$ cat config.mk
export PLATFORM = sky130hd
export DESIGN_NAME = bytewise_crc_engine
export DESIGN_NICKNAME = d
export VERILOG_FILES = /design/src/design/bce_pkg.sv /design/src/design/bce_cfg_regs.sv /design/src/design/bce_byte_div.sv /design/src/design/bytewise_crc_engine.sv
export SDC_FILE = /design/constraint.sdc
export NUM_CORES = 1
export LEC_CHECK = 0
export BUFFER_PORTS_ARGS = -buffer_cell sky130_fd_sc_hd__buf_4
export CORE_MARGIN = 5
export CORE_UTILIZATION = 35
export CTS_CLUSTER_DIAMETER = 40
export CTS_CLUSTER_SIZE = 8
export DETAILED_ROUTE_END_ITERATION = 12
export PLACE_DENSITY_LB_ADDON = 0.08
export SLEW_MARGIN = 5
export SYNTH_ARGS = -nofsm -noshare
export SYNTH_HDL_FRONTEND = slang
export SYNTH_SLANG_ARGS = --single-unit
$ cat constraint.sdc
create_clock -name aclk -period 7.9 [get_ports aclk]
set_input_delay 0.395 -clock aclk [delete_from_list [all_inputs] [get_ports aclk]]
set_output_delay 0.395 -clock aclk [all_outputs]
set_load 0.01 [all_outputs]
$ cat src/design/bce_pkg.sv
package bce_pkg;

    // Configuration port
    localparam int CFG_DATA_W  = 32;
    localparam int CFG_INDEX_W = 1;

    typedef enum logic [CFG_INDEX_W-1:0] {
        CFG_GENERATOR_POLYNOMIAL = 1'b0,
        CFG_START_REMAINDER      = 1'b1
    } cfg_reg_t;

    // Register reset values
    localparam logic [CFG_DATA_W-1:0] GEN_POLY_RST  = 32'h04C1_1DB7;
    localparam logic [CFG_DATA_W-1:0] START_REM_RST = 32'hFFFF_FFFF;

    // Message byte geometry
    localparam int BYTE_W = 8;

    // One byte request as held in the input register
    typedef struct packed {
        logic [BYTE_W-1:0] data_byte;
        logic              first_byte;
        logic              last_byte;
    } byte_req_t;

endpackage

$ cat src/design/bce_cfg_regs.sv
module bce_cfg_regs
    import bce_pkg::*;
#(
    parameter int CRC_BITS = 32
) (
    input  logic                   aclk,
    input  logic                   aresetn,
    input  logic                   cfg_wr_en,
    input  logic [CFG_INDEX_W-1:0] cfg_wr_index,
    input  logic [CFG_DATA_W-1:0]  cfg_wr_data,
    output logic [CRC_BITS-1:0]    gen_poly,
    output logic [CRC_BITS-1:0]    start_rem
);

    logic [CFG_DATA_W-1:0] gen_poly_reg;
    logic [CFG_DATA_W-1:0] start_rem_reg;

    // Register writes, no read-back
    always_ff @(posedge aclk) begin
        if (!aresetn) begin
            gen_poly_reg  <= GEN_POLY_RST;
            start_rem_reg <= START_REM_RST;
        end else if (cfg_wr_en) begin
            case (cfg_reg_t'(cfg_wr_index))
                CFG_GENERATOR_POLYNOMIAL: gen_poly_reg  <= cfg_wr_data;
                CFG_START_REMAINDER:      start_rem_reg <= cfg_wr_data;
                default: ;
            endcase
        end
    end

    // Fit to CRC width: truncate when narrower, zero-extend when wider
    assign gen_poly  = CRC_BITS'(gen_poly_reg);
    assign start_rem = CRC_BITS'(start_rem_reg);

endmodule

$ cat src/design/bce_byte_div.sv
module bce_byte_div
    import bce_pkg::*;
#(
    parameter int CRC_BITS = 32
) (
    input  logic [CRC_BITS-1:0] rem_in,
    input  logic [BYTE_W-1:0]   data_byte,
    input  logic [CRC_BITS-1:0] gen_poly,
    output logic [CRC_BITS-1:0] rem_out
);

    logic [CRC_BITS-1:0] rem_work;

    // Byte into the top bits, then eight shift-and-reduce steps, MSB first
    always_comb begin
        rem_work = rem_in ^ (CRC_BITS'(data_byte) << (CRC_BITS - BYTE_W));
        for (int k = 0; k < BYTE_W; k++) begin
            if (rem_work[CRC_BITS-1]) begin
                rem_work = (rem_work << 1) ^ gen_poly;
            end else begin
                rem_work = rem_work << 1;
            end
        end
        rem_out = rem_work;
    end

endmodule

$ cat src/design/bytewise_crc_engine.sv
// Bytewise CRC engine: MSB-first, non-reflected CRC over a byte stream, no
// final XOR. Each accepted byte request returns one result carrying the
// running remainder after that byte; tlast marks the message's finished CRC.
// A byte with the first-byte flag (s_tuser) reloads the start remainder.
// Throughput is one byte per clock while m_tready does not stall the result
// register: a byte is held in the input register, the eight-step division is
// unrolled between that register and the result register, and the running
// remainder is updated as the result is loaded. Write the polynomial and
// start remainder only while no request is in flight.
module bytewise_crc_engine
    import bce_pkg::*;
#(
    parameter int CRC_BITS = 32
) (
    input  logic                                aclk,
    input  logic                                aresetn,
    // Configuration write port
    input  logic                                cfg_wr_en,
    input  logic [CFG_INDEX_W-1:0]              cfg_wr_index,
    input  logic [CFG_DATA_W-1:0]               cfg_wr_data,
    // Byte requests
    input  logic                                s_tvalid,
    output logic                                s_tready,
    input  logic [BYTE_W-1:0]                   s_tdata,   // [7:0] data_byte
    input  logic                                s_tuser,   // [0] first_byte
    input  logic                                s_tlast,   // last_byte
    // CRC results
    output logic                                m_tvalid,
    input  logic                                m_tready,
    output logic [((CRC_BITS+7)/8)*8-1:0]       m_tdata,   // [CRC_BITS-1:0] crc_value
    output logic                                m_tlast    // is_final
);

    localparam int TDATA_W = ((CRC_BITS + 7) / 8) * 8;

    logic [CRC_BITS-1:0] gen_poly;
    logic [CRC_BITS-1:0] start_rem;

    logic                in_valid_reg;
    byte_req_t           in_req_reg;
    logic                advance;

    logic [CRC_BITS-1:0] running_rem_reg;
    logic [CRC_BITS-1:0] base_rem;
    logic [CRC_BITS-1:0] rem_next;

    logic                out_valid_reg;
    logic [CRC_BITS-1:0] out_crc_reg;
    logic                out_last_reg;

    bce_cfg_regs #(
        .CRC_BITS (CRC_BITS)
    ) u_cfg (
        .aclk         (aclk),
        .aresetn      (aresetn),
        .cfg_wr_en    (cfg_wr_en),
        .cfg_wr_index (cfg_wr_index),
        .cfg_wr_data  (cfg_wr_data),
        .gen_poly     (gen_poly),
        .start_rem    (start_rem)
    );

    // Handshake: input register moves on when the result register is empty or being read
    assign advance  = in_valid_reg && (!out_valid_reg || m_tready);
    assign s_tready = !in_valid_reg || advance;

    // Input register
    always_ff @(posedge aclk) begin
        if (!aresetn) begin
            in_valid_reg <= 1'b0;
        end else if (s_tready) begin
            in_valid_reg <= s_tvalid;
        end
        if (s_tvalid && s_tready) begin
            in_req_reg.data_byte  <= s_tdata;
            in_req_reg.first_byte <= s_tuser;
            in_req_reg.last_byte  <= s_tlast;
        end
    end

    // Remainder source: start value on a message's first byte
    assign base_rem = in_req_reg.first_byte ? start_rem : running_rem_reg;

    bce_byte_div #(
        .CRC_BITS (CRC_BITS)
    ) u_div (
        .rem_in    (base_rem),
        .data_byte (in_req_reg.data_byte),
        .gen_poly  (gen_poly),
        .rem_out   (rem_next)
    );

    // Running remainder and result register
    always_ff @(posedge aclk) begin
        if (!aresetn) begin
            running_rem_reg <= CRC_BITS'(START_REM_RST);
            out_valid_reg   <= 1'b0;
        end else begin
            if (advance) begin
                running_rem_reg <= rem_next;
                out_valid_reg   <= 1'b1;
            end else if (m_tready) begin
                out_valid_reg   <= 1'b0;
            end
        end
        if (advance) begin
            out_crc_reg  <= rem_next;
            out_last_reg <= in_req_reg.last_byte;
        end
    end

    assign m_tvalid = out_valid_reg;
    assign m_tdata  = TDATA_W'(out_crc_reg);
    assign m_tlast  = out_last_reg;

endmodule

; Word-level counts from Yosys, hierarchy flattened
; Cells that the tools add are included.
[totals]
wordCells = 40
out_inout_bits = 35
input_bits = 48
regBits = 141
[classes]
bitwise = 10
mux = 11
n_reduce_logical = 9
[op_table]
columns = cell, n
row1 = $mux 32, 9
row2 = $xor 32x32->32, 9
row3 = $reduce_and 2->1, 2
row4 = $logic_and 1x1->1, 2
row5 = $logic_not 1->1, 2
row6 = $logic_or 1x1->1, 2
row7 = $mux 1, 2
row8 = $reduce_bool 2->1, 1
row9 = $not 1->1, 1

; Depth between registers and ports, before layout
; Gate-level depths: netlist (run 1).
[logic_depth]
ltp_word = 18
depth_mapped = 19
depth_no_buf = 13

; Cells and area by module
; A second synthesis (run 1) with hierarchy kept.
[unflattened]
hier_cells = 1116
hier_area_um2 = 10098.4
[modules_own_cells]
columns = mod, area_each_um2, seq_area_each_um2, instances, cells_each
row1 = bce_byte_div, 4335.4, 0.0, 1, 599
row2 = bytewise_crc_engine, 3042.9, 1971.9, 1, 232
row3 = bce_cfg_regs, 2720.1, 1281.2, 1, 285

; Worst setup path after synthesis (run 1)
; OpenSTA, ideal clock, no wires.
[synth_timing]
kind = reg-to-reg
startpoint = register in_req_reg[1] (netlist name)
endpoint = register out_crc_reg[11], in the netlist m_tdata[11], data pin
t_arrival_ns = 4.066
path_buffers = 4
required_time_ns = 7.632
period_less_slack_ns = 4.334
setup_slack_ns = 3.566
path_stages_with_launch = 18
cell_sequence = edfxtp_1 > buf_6 > mux2i_4 > mux2i_1 > a211o_1 > o21ai_1 > or3_1 > buf_2 > a211oi_2 > nor3_2 > a21boi_1 > or4_1 > clkbuf_1 > a22o_1 > buf_6 > a32o_1 > or2_1 > xor2_1
[synth_via]
elab_chain_cells = 18
[synth_lines]
columns = item, line_no
row1 = "start, declared", bytewise_crc_engine.sv:40  ; byte_req_t in_req_reg;
row2 = $mux 32 (*), bytewise_crc_engine.sv:82  ; assign base_rem = in_req_reg.first_byte ? start_rem : running_rem_reg;
row3 = $xor 32x32->32 (*), bce_byte_div.sv:16  ; rem_work = rem_in ^ (CRC_BITS'(data_byte) << (CRC_BITS - BYTE_W));
row4 = $xor 32x32->32, bce_byte_div.sv:19  ; rem_work = (rem_work << 1) ^ gen_poly;
row5 = $mux 32 (*), bce_byte_div.sv:18  ; if (rem_work[CRC_BITS-1]) begin
row6 = $xor 32x32->32, bce_byte_div.sv:19
row7 = $mux 32 (*), bce_byte_div.sv:18
row8 = $xor 32x32->32, bce_byte_div.sv:19
row9 = $mux 32 (*), bce_byte_div.sv:18
row10 = (+3 left out), -
row11 = $mux 32 (*), bce_byte_div.sv:18
row12 = $xor 32x32->32, bce_byte_div.sv:19
row13 = $mux 32 (*), bce_byte_div.sv:18
row14 = $xor 32x32->32, bce_byte_div.sv:19
row15 = $mux 32 (*), bce_byte_div.sv:18
row16 = $xor 32x32->32, bce_byte_div.sv:19
row17 = $mux 32 (*), bce_byte_div.sv:18
row18 = net rem_next[11], bytewise_crc_engine.sv:45  ; logic [CRC_BITS-1:0] rem_next;
row19 = "end signal, assigned", bytewise_crc_engine.sv:107  ; out_crc_reg <= rem_next;
row20 = "end, declared", bytewise_crc_engine.sv:48  ; logic [CRC_BITS-1:0] out_crc_reg;
; Mark *: on every way through the listed nets, which the timed path passes. The rest lies on a longest branch.
; A chain may end at the register's enable or synchronous reset.

; Worst setup path in the final report (run 1)
[layout_timing]
startpoint = register in_req_reg[1] (netlist name)
endpoint = register out_crc_reg[28], in the netlist m_tdata[28], data pin
; Same word-level chain as after synthesis.

==> results of run 1 <==
==> routing by layer <==
layer,vias to the layer above,share of wire,global-route usage
met1,5790,0.48,0.334
met2,377,0.46,0.364
li1,5564,-,-
met3,34,0.052,0.0383
met4,0,0.012,0.0484
met5,-,0,0
==> Yosys cell counts (6+ instances only) <==
cell type and count:
nand2_1 271, xnor2_1 141, clkbuf_1 132, nor2_1 100
dfxtp_1 98, nand3_1 93, o211ai_1 76, xor2_1 52
a221oi_1 50, edfxtp_1 43, a211oi_1 37, mux2i_1 32
inv_1 31, o21ai_0 28, nor3b_1 23, and3_1 22
a21boi_0 19, o2111ai_1 19, a32oi_1 18, a21oi_1 17
a311oi_1 17, o31a_1 14, buf_2 13, a211o_1 11
and2_1 11, nor3_1 11, buf_1 10, nand4_1 9
o21a_1 9, nand3b_1 7, o211a_1 7, xnor3_1 7
a41oi_1 6, o31ai_1 6, or3_1 6
==> how the worst max path moves through the flow <==
stage | startpoint | endpoint | slack [ns] | cells past startpoint
finish | in_req_reg[1] | m_tdata[28] | 1.10 | 14
global placement | in_req_reg[1] | m_tdata[28] | 1.37 | 14
floorplan | in_req_reg[1] | m_tdata[11] | 3.57 | 17
CTS | in_req_reg[1] | m_tdata[21] | 1.20 | 15
global route | in_req_reg[1] | m_tdata[21] | 0.69 | 15
detailed placement | in_req_reg[1] | m_tdata[21] | 1.22 | 15
==> worst max-delay path, stage by stage, from the launching register on <==
cell	delay, ns
edfxtp_1	0.41
buf_4	0.60
mux2i_4	0.49
mux2i_1	0.50
a211o_1	0.20
o21ai_1	0.08
o21ai_0	0.87
and4_1	0.45
nor3_2	0.09
a21boi_1	0.16
or4_1	0.94
a22oi_2	0.98
nor3_1	0.15
or3_1	0.42
xor2_1	0.17
==> cell type report <==
| cell class | count | area [µm²] |
|---|---|---|
| clock inverter | 14 | 168 |
| fill | 3579 | 20900 |
| multi-input combinational | 1209 | 8140 |
| inverter | 32 | 120 |
| timing repair buffer | 111 | 833 |
| tap | 455 | 569 |
| sequential | 141 | 3260 |
| clock buffer | 18 | 429 |
==> cells in the final DEF, fill, tap and decap left out, drive strengths merged, types with 19 or more instances in the layout <==
cell	synthesis	routed
inv	31	33
nor2	101	101
edfxtp	43	43
xnor2	142	142
mux2i	34	34
a21boi	21	21
a221oi	51	51
xor2	53	53
o21ai	30	30
buf	27	111
a211oi	42	42
a32oi	19	19
and3	23	23
nor3b	23	23
o211ai	76	76
o2111ai	19	19
dfxtp	98	98
nand3	93	93
nand2	272	272
==> per-stage QoR <==
step	area, µm²	utilization	hold slack (ns)	setup slack (ns)
floorplan	12100	-	0.400	3.57
global placement	12900	0.376	0.403	1.37
detailed placement	12900	0.376	0.406	1.22
CTS	13500	0.393	0.0963	1.20
global route	13500	0.393	0.0954	0.694
finish	13500	0.393	0.117	1.10
==> power by group through the flow <==
stage               Combinational (mW)  Clock (mW)  Sequential (mW)
floorplan                         1.85           0             1.07
global placement                  2.53           0             1.11
detailed placement                2.54           0             1.11
CTS                               2.55       0.871             1.10
global route                      2.76       0.902             1.11
finish                            2.57       0.848             1.10
==> logic make-up (layout without fill, tap and decap cells) <==
kind of cell,count (synthesis),in the layout,share of synthesized area
buffers and inverters,192,175,0.0635
xor gates and xnor gates,204,204,0.160
AOI/OAI and AO/OA,388,388,0.257
muxes,34,34,0.0302
and+or+nand+nor,583,583,0.220
DFF,141,141,0.269
==> results by group, run 1 <==
STA
  – Min Tclk post-route: ~7 ns
  – Slew @ Worst Pin: 1.17 ns
  – Slew Limit Headroom: 0.218
  – # setup viols final: 0
  – RSZ-0062 raised after global routing: false
  – Setup TNS: 0 ns
  – Fin crit share: 0.860
  – Final hold violations: 0
  – FMAX: 147 MHz
  – Final-report max-slew violation count: 0
  – Worst Skew: 0.0165 ns

Placed design
  – Port bufs: 82
  – Placed Cells: ~2k
  – Final GP Congestion: just under 0.9
  – HPWL after DPL: about 30000 µm

Clock network
  – Num CTS Buffers: 17
  – CTS Buffer Depth: 2
  – # Post-CTS Setup Buffers: 0
  – Skew-Pair Late Insertion Delay: 0.45 ns
  – CTS sink count: approximately 140
  – CTS tree: built
  – Post-CTS Hold Fix Bufs: 0
  – Root buffer cell: clkbuf_16
  – CTS clk-pin slew, worst paths: 0.07 ns
  – Cts repair resizes: 0
  – H-tree depth: 4

Floorplanning
  – Core area: about 0.034 mm²
  – Die X: around 200 µm
  – Die Footprint: 0.0384 mm²
  – Die Y: 196 µm
  – Top Ports: 83
  – Std-Cell Rows: 68
  – Initial core utilization: 0.352

Logic synthesis
  – Async set-reset flop share out of synthesis: 0
  – Syn Inst Count: about 1.5k
  – Synth area leaders: dfxtp_1 16%, edfxtp_1 11%, xnor2_1 10%
  – Syn avg cell area: between 7 and 8 µm²
  – Number of flops mapped to enable cells by yosys: 43
  – Netlist Area Pre-Place: roughly 0.012 mm²
  – Synth cell types: a little over 80
  – Synth Flop Type: dfxtp_1
  – Syn_nets: ~1.6k
  – Post-synth top area share: 0.162
  – Register area share after synthesis: 0.269
  – Synth Warn #: 0
  – Yosys reg bits: between 100 and 150
  – Yosys top cell by area: dfxtp_1

Critical path
  – Worst Path Arrival: between 6 and 7 ns
  – FF-to-FF End: m_tdata[28]
  – CP Max Fanout: 31
  – Worst r2r src: in_req_reg[1]
  – Crit path required time: 8.09 ns
  – Crit end category: flip-flop
  – Setup Crit Path Kind: flip-flop to flip-flop
  – FF-to-FF setup slack: around 1.1 ns
  – Register-to-Register Path Depth: 14
  – Crit start category: flip-flop

Power
  – Pleak: 4.95 nW
  – Internal power: roughly 2.5 mW
  – Max VDD drop: 173 µV
  – Reg power frac: 0.243
  – Cell Pwr Density: between 300 and 400 mW/mm²
  – Clock Power Share: 0.188
  – Total power: around 4.5 mW
  – Comb power frac: 0.569
  – Sw Ratio: 0.454
  – Psw: about 2.0 mW

Global routing
  – Global route overflow: 0
  – Initial antenna violation count: 0
  – First-pass GRT wire length: 69800 µm
  – Total track usage: 0.231
  – Largest net degree at the start of global routing: 66
  – Vias in the first global route: between 10k and 15k

Hold path
  – Hold Crit Class: input port to flip-flop
  – Worst Hold Path Cells: 1
  – Worst hold start: s_tdata[1]
  – Hold endpoint: in_req_reg[3]

Cells and area
  – # diodes: 0
  – Final Net Count: roughly 1.6k
  – Share of layout cells above drive strength 1: 0.119
  – Layout Cells excl Fill: between 1.5k and 2k
  – Layout area overhead: 11.6%

Drt
  – Drt pass-1 iters: 5
  – Via/cell ratio: just under 6
  – Antenna viol nets, final: 0
  – Post-DR wirelength/cell: approximately 23 µm
  – DRC: 0
  – DR vias: 11.8k
  – Final wirelength: roughly 45000 µm
  – DR iter-0 viols: around 1.0k

Job
  – Max cap viols: 0

Status
  – Status: complete, no violations
(Power assumes the default switching activity.)
==> inputs of run 2 (changes only) <==
CORE_UTILIZATION = 60   (was 35)
CTS_BUF_LIST = sky130_fd_sc_hd__clkbuf_8   (was default)
SYNTH_HIERARCHICAL = 1   (was default)
==> results by group, run 2 <==
Floorplanning
  – Std-Cell Rows: 47 (-31%)
  – Core area: 0.0165 mm² (-52%)
  – Initial core utilization: 0.611 (+0.259)
  – Die Footprint: 0.0195 mm² (-49%)
  – Die Y: 140 µm (-29%)
  – Die X: 140 µm (-29%)
  – Top Ports: 83 (unchanged)

Cells and area
  – Most frequent cells in the layout: 253 x nand2_1, 154 x xnor2_1, 98 x dfxtp_1, 94 x buf_4, 53 x inv_1
  – # diodes: 0 (unchanged)
  – Final core occ: 0.665 (+0.272)
  – Design Area, Final: 0.0110 mm² (-19%)
  – Filler Cells Inserted: 1379 (-61%)
  – Register area: 0.00325 mm² (-0.12%)
  – Commonest non-fill, non-tap cell in the layout: nand2_1
  – Share of layout cells above drive strength 1: 0.172 (+0.0538)
  – Layout area overhead: 8.87%
  – Multi-input logic area: 0.00619 mm² (-24%)
  – Final Net Count: 1189 (-24%)

Logic synthesis
  – Async set-reset flop share out of synthesis: 0 (unchanged)
  – Yosys reg bits: 141 (unchanged)
  – Syn Inst Count: 1116 (-28%)
  – Synth area leaders: dfxtp_1 19%, xnor2_1 13%, edfxtp_1 13%
  – Syn avg cell area: 9.05 µm² (+15%)
  – Synth cell count leaders: 253 x nand2_1, 154 x xnor2_1, 98 x dfxtp_1
  – Synth Warn #: 6 (+6)
  – Yosys top cell by area: dfxtp_1
  – Synth Flop Type: dfxtp_1
  – Number of flops mapped to enable cells by yosys: 43 (unchanged)
  – Post-synth top area share: 0.194 (+0.0322)
  – Netlist Area Pre-Place: 0.0101 mm² (-17%)
  – Syn_nets: 1164 (-27%)
  – Register area share after synthesis: 0.322 (+0.0534)
  – Most common cell in the synthesized netlist: nand2_1
  – Synth cell types: 59 (-29%)

STA
  – Worst Skew: 0.0161 ns (-0.000363 ns)
  – Final-report max-slew violation count: 0 (unchanged)
  – FMAX: 173 MHz (+18%)
  – Slew Limit Headroom: 0.226 (+0.00790)
  – Min Tclk post-route: 5.78 ns (-1.01 ns)
  – Fin crit share: 0.732 (-0.128)
  – RSZ-0062 raised after global routing: false
  – # setup viols final: 0 (unchanged)
  – Setup TNS: 0 ns (unchanged)
  – Slew @ Worst Pin: 1.16 ns (-0.0120 ns)
  – Final hold violations: 0 (unchanged)

Critical path
  – Worst Path Arrival: 6.18 ns (-0.81 ns)
  – FF-to-FF End: running_rem_reg[12]
  – Setup Crit Path Kind: flip-flop to flip-flop
  – Crit path required time: 8.30 ns (+0.21 ns)
  – Register-to-Register Path Depth: 17 (+3)
  – Crit start category: flip-flop
  – Crit end category: flip-flop
  – CP Max Fanout: 32 (+3.2%)
  – Worst r2r src: in_req_reg[1]
  – FF-to-FF setup slack: 2.12 ns (+1.01 ns)

Drt
  – DR vias: 7752 (-34%)
  – Post-DR wirelength/cell: 17.9 µm (-22%)
  – DRC: 0 (unchanged)
  – DR iter-0 viols: 651 (-37%)
  – Via/cell ratio: 5.64 (-5.0%)
  – Final wirelength: 24600 µm (-46%)
  – Antenna viol nets, final: 0 (unchanged)
  – Drt pass-1 iters: 5 (unchanged)

Global routing
  – Total track usage: 0.250 (+0.0191)
  – Vias in the first global route: 7367 (-34%)
  – Initial antenna violation count: 0 (unchanged)
  – Largest net degree at the start of global routing: 65 (-1.5%)
  – First-pass GRT wire length: 39400 µm (-44%)
  – Global route overflow: 0 (unchanged)

Clock network
  – # Post-CTS Setup Buffers: 0 (unchanged)
  – Root buffer cell: clkbuf_8
  – CTS tree: built
  – CTS sink count: 141 (unchanged)
  – H-tree depth: 4 (unchanged)
  – Num CTS Buffers: 17 (unchanged)
  – Cts repair resizes: 0 (unchanged)
  – CTS clk-pin slew, worst paths: 0.09 ns (+0.02 ns)
  – CTS Buffer Depth: 2 (unchanged)
  – Skew-Pair Late Insertion Delay: 0.46 ns (about the same)
  – Post-CTS Hold Fix Bufs: 0 (unchanged)

Hold path
  – Hold Crit Class: input port to flip-flop
  – Hold endpoint: in_req_reg[8]
  – Worst Hold Path Cells: 1 (unchanged)
  – Worst hold start: s_tdata[6]

Job
  – Max cap viols: 0 (unchanged)

Placed design
  – Port bufs: 82 (unchanged)
  – HPWL after DPL: 15700 µm (-47%)
  – Area after DPL: 0.0106 mm² (-18%)
  – Final GP Congestion: 0.850 (-2.8%)

Power
  – Total power: 3.36 mW (-26%)
  – Cell Pwr Density: 306 mW/mm² (-8.5%)
  – Pleak: 4.65 nW (-6.1%)
  – Max VDD drop: 147 µV (-15%)

Status
  – Status: complete, no violations
-- run 2: cell count changes in the layout (fill, tap and decap cells not counted), sizes merged, moves of 23 or more --
cell / delta
inv: +23
mux2: +32
o211ai: -27
a21o: +29
a221oi: -51
a211oi: -40
and3b: +26
nand3: -57
nor2: -92
xnor3: +24
-- run 2: worst max-delay path by stage --
stage | from | end | cells past startpoint
finish | in_req_reg[1] | running_rem_reg[12] | 17
global placement | in_req_reg[1] | running_rem_reg[24] | 17
global route | in_req_reg[1] | running_rem_reg[13] | 17
floorplan | in_req_reg[1] | running_rem_reg[29] | 19
CTS | in_req_reg[1] | running_rem_reg[12] | 17
detailed placement | in_req_reg[1] | running_rem_reg[9] | 17
-- run 2: where the power goes --
group | switching, mW | total [mW] | internal, mW
Sequential | 0.0708 | 1.01 | 0.936
Combinational | 0.891 | 1.79 | 0.896
Clock | 0.299 | 0.565 | 0.266
Total | 1.26 | 3.36 | 2.10
-- run 2: metrics by stage --
step / hold slack [ns] / std cells / worst slack [ns]
floorplan: 0.400 / 1116 / 3.47
global placement: 0.404 / 1342 / 2.46
detailed placement: 0.407 / 1342 / 2.27
CTS: 0.0763 / 1374 / 2.23
global route: 0.0808 / 1374 / 1.74
finish: 0.108 / 1374 / 2.12
-- run 2: kinds of logic (layout without fill, tap and decap cells) --
| group | count (synthesis) | count (layout) | synth area share |
|---|---|---|---|
| buffers and inverters | 139 | 177 | 0.0670 |
| xor gates and xnor gates | 222 | 222 | 0.240 |
| and+or+nand+nor | 402 | 402 | 0.191 |
| DFF | 141 | 141 | 0.322 |
| muxes | 57 | 57 | 0.0605 |
| AOI/OAI and AO/OA | 155 | 155 | 0.120 |
-- run 2: layout make-up --
type,count,share of cell area
multi-input combinational,836,0.563
clock inverter,13,0.0107
sequential,141,0.296
inverter,51,0.0174
tap,220,0.0250
timing repair buffer,94,0.0642
clock buffer,19,0.0238
-- run 2: routing by layer --
layer / global-route usage / part of all wire / vias to the layer above
met1: 0.354 / 0.47 / 3705
li1: - / - / 3786
met5: 0 / 0 / -
met4: 0.0592 / 0.013 / 0
met3: 0.0395 / 0.054 / 25
met2: 0.404 / 0.47 / 236
-- run 2: critical path: stages, from the launching register on --
cell and delay [ns]:
edfxtp_1 0.33, buf_4 0.42, mux2_2 0.45, xnor2_2 0.22, o21ai_0 0.48, and2_1 0.21, buf_4 0.30, a211oi_1 0.12
a311oi_1 0.53, nor3_1 0.13, a311oi_1 0.39, or3_1 0.84, and3_1 0.29, xnor3_1 0.34, xnor2_1 0.29, nand2_1 0.10
o21ai_0 0.17, a21o_1 0.11
==> inputs of run 3 (changes only) <==
CORE_UTILIZATION = 57   (was 60)
clock period = 4.95 ns   (was 7.9 ns; I/O delays follow)
==> results by group, run 3 (synthesis results as in run 2) <==
Drt
  – Post-DR wirelength/cell: 18.2 µm (+1.4%)
  – DR iter-0 viols: 703 (+8.0%)
  – Via/cell ratio: 5.62 (-0.44%)
  – Final wirelength: 25500 µm (+3.6%)
  – DRC: 0 (unchanged)
  – Met1 Wirelength: 12100 µm (+4.9%)
  – DR WL met3: 1800 µm (+36%)
  – Antenna viol nets, final: 0 (unchanged)
  – Drt pass-1 iters: 5 (unchanged)
  – Met2 wire len: 11300 µm (-1.4%)
  – Highest routed layer: met4
  – DR vias: 7881 (+1.7%)

Global routing
  – Largest net degree at the start of global routing: 92 (+42%)
  – First-pass GRT wire length: 41400 µm (+5.1%)
  – Total track usage: 0.256 (+0.00638)
  – Global route overflow: 0 (unchanged)
  – Vias in the first global route: 7561 (+2.6%)
  – Initial antenna violation count: 0 (unchanged)

Hold path
  – Worst Hold Path Cells: 3 (+2)
  – Hold Crit Class: input port to flip-flop
  – Hold endpoint: u_cfg/start_rem[11]
  – Worst hold start: cfg_wr_data[11]

Cells and area
  – Final Net Count: 1213 (+2.0%)
  – Layout area overhead: 12.0%
  – Most frequent cells in the layout: 253 x nand2_1, 151 x xnor2_1, 105 x buf_4, 98 x dfxtp_1, 53 x inv_1
  – # diodes: 0 (unchanged)
  – Commonest non-fill, non-tap cell in the layout: nand2_1
  – Share of layout cells above drive strength 1: 0.185 (+0.0126)

Floorplanning
  – Initial core utilization: 0.582 (-0.0293)
  – Top Ports: 83 (unchanged)
  – Core area: 0.0174 mm² (+5.0%)
  – Die X: 143 µm (+2.4%)
  – Die Footprint: 0.0205 mm² (+4.9%)
  – Die Y: 143 µm (+2.4%)
  – Std-Cell Rows: 48 (+2.1%)

Critical path
  – Crit path required time: 5.35 ns (-2.95 ns)
  – Crit end category: flip-flop
  – Crit start category: flip-flop
  – FF-to-FF setup slack: 0.25 ns (-1.86 ns)
  – Worst r2r src: in_req_reg[1]
  – Critical Path Start: in_req_reg[1]
  – Worst Path Arrival: 5.09 ns (-1.09 ns)
  – CP Max Fanout: 19 (-41%)
  – FF-to-FF End: running_rem_reg[6]
  – Setup Crit Path Kind: flip-flop to flip-flop
  – Register-to-Register Path Depth: 17 (unchanged)

Power
  – Max VDD drop: 400 µV (+170%)
  – Cell Pwr Density: 485 mW/mm² (+59%)
  – Pleak: 4.83 nW (+3.7%)
  – Total power: 5.49 mW (+63%)

Placed design
  – HPWL after DPL: 16100 µm (+2.8%)
  – Port bufs: 82 (unchanged)
  – Final GP Congestion: 0.904 (+6.3%)

Clock network
  – CTS sink count: 141 (unchanged)
  – Root buffer cell: clkbuf_8
  – CTS Buffer Depth: 2 (unchanged)
  – Num CTS Buffers: 17 (unchanged)
  – H-tree depth: 4 (unchanged)
  – Skew-Pair Late Insertion Delay: 0.46 ns (about the same)
  – CTS clk-pin slew, worst paths: 0.09 ns (about the same)
  – CTS tree: built

STA
  – Slew Limit Headroom: 0.203 (-0.0234)
  – WHS: 0.0366 ns (-0.0713 ns)
  – Slew @ Worst Pin: 1.20 ns (+0.0353 ns)
  – Fin crit share: 0.948 (+0.217)
  – RSZ-0062 raised after global routing: false
  – # setup viols final: 0 (unchanged)
  – Setup TNS: 0 ns (unchanged)
  – FMAX: 213 MHz (+23%)
  – Worst Skew: 0.0171 ns (+0.000947 ns)
  – Final-report max-slew violation count: 0 (unchanged)
  – Final hold violations: 0 (unchanged)
  – Min Tclk post-route: 4.70 ns (-1.09 ns)

Status
  – Status: complete, no violations

Job
  – Max cap viols: 0 (unchanged)
==> run 3: cell count changes in the layout (fill, tap and decap cells not counted), moves of 2 or more <==
cell,previous run,this run
clkinv_2,0,2
dlygate4sd3_1,0,11
clkinvlp_4,6,0
xnor2_1,154,151
inv_4,0,2
buf_12,0,2
buf_4,94,105
xnor2_2,2,4
==> run 3: power breakdown <==
part	switching [mW]	leakage, nW	internal (mW)
Clock	0.483	0.211	0.464
Sequential	0.116	1.22	1.50
Combinational	1.44	3.40	1.49
Total	2.04	4.83	3.45
==> run 3: metal layers <==
metal  vias to the layer above  GRT usage
met5                         -          0
met4                         0     0.0605
met3                        22     0.0382
met2                       297      0.386
met1                      3732      0.388
li1                       3830          -
==> run 3: how the worst max path moves through the flow <==
| stage | to | slack (ns) | depth (start not counted) |
|---|---|---|---|
| after CTS | running_rem_reg[6] | 0.22 | 17 |
| after floorplan | running_rem_reg[29] | 0.52 | 19 |
| after global placement | running_rem_reg[28] | 0.32 | 17 |
| after global routing | running_rem_reg[1] | 0.03 | 17 |
| after detailed placement | running_rem_reg[28] | 0.25 | 17 |
| final | running_rem_reg[6] | 0.25 | 17 |
==> run 3: final cells by class <==
| cell class | count | area (µm²) |
|---|---|---|
| repair buffers | 118 | 938 |
| flip-flops and latches | 141 | 3250 |
| clock buffers | 18 | 248 |
| fillers | 1466 | 6050 |
| well taps | 225 | 282 |
| clock inverters | 14 | 143 |
| multi-input cells | 836 | 6250 |
| inverters | 51 | 191 |
==> run 3: per-stage QoR <==
step / cells / setup WS, ns / area [µm²] / util
2_1_floorplan: 1116 / 0.516 / 10100 / -
3_3_place_gp: 1358 / 0.324 / 10700 / 0.617
3_5_place_dp: 1358 / 0.252 / 10700 / 0.617
4_1_cts: 1401 / 0.222 / 11200 / 0.646
5_1_grt: 1403 / 0.0296 / 11300 / 0.652
6_report: 1403 / 0.255 / 11300 / 0.652
==> run 3: critical path: stages, from the launching register on <==
cell and delay, ns:
edfxtp_1 0.44, buf_4 0.26, mux2_2 0.37, xnor2_1 0.14
or3_1 0.34, nand2_1 0.14, or3b_1 0.42, and4_1 0.26
o21a_1 0.20, o221a_1 0.23, or3_1 0.37, buf_4 0.22
and3_1 0.21, xnor3_1 0.34, xnor2_1 0.26, nand2_1 0.09
o21ai_0 0.22, a21o_1 0.11
==> run 3: what timing repair did <==
action | CTS | global route
endpoints found under the setup margin | 0 | 27
setup buffers | 0 | 2
hold endpoints to repair | 11 | 0
resized for setup | 0 | 12
hold buffers | 11 | 0
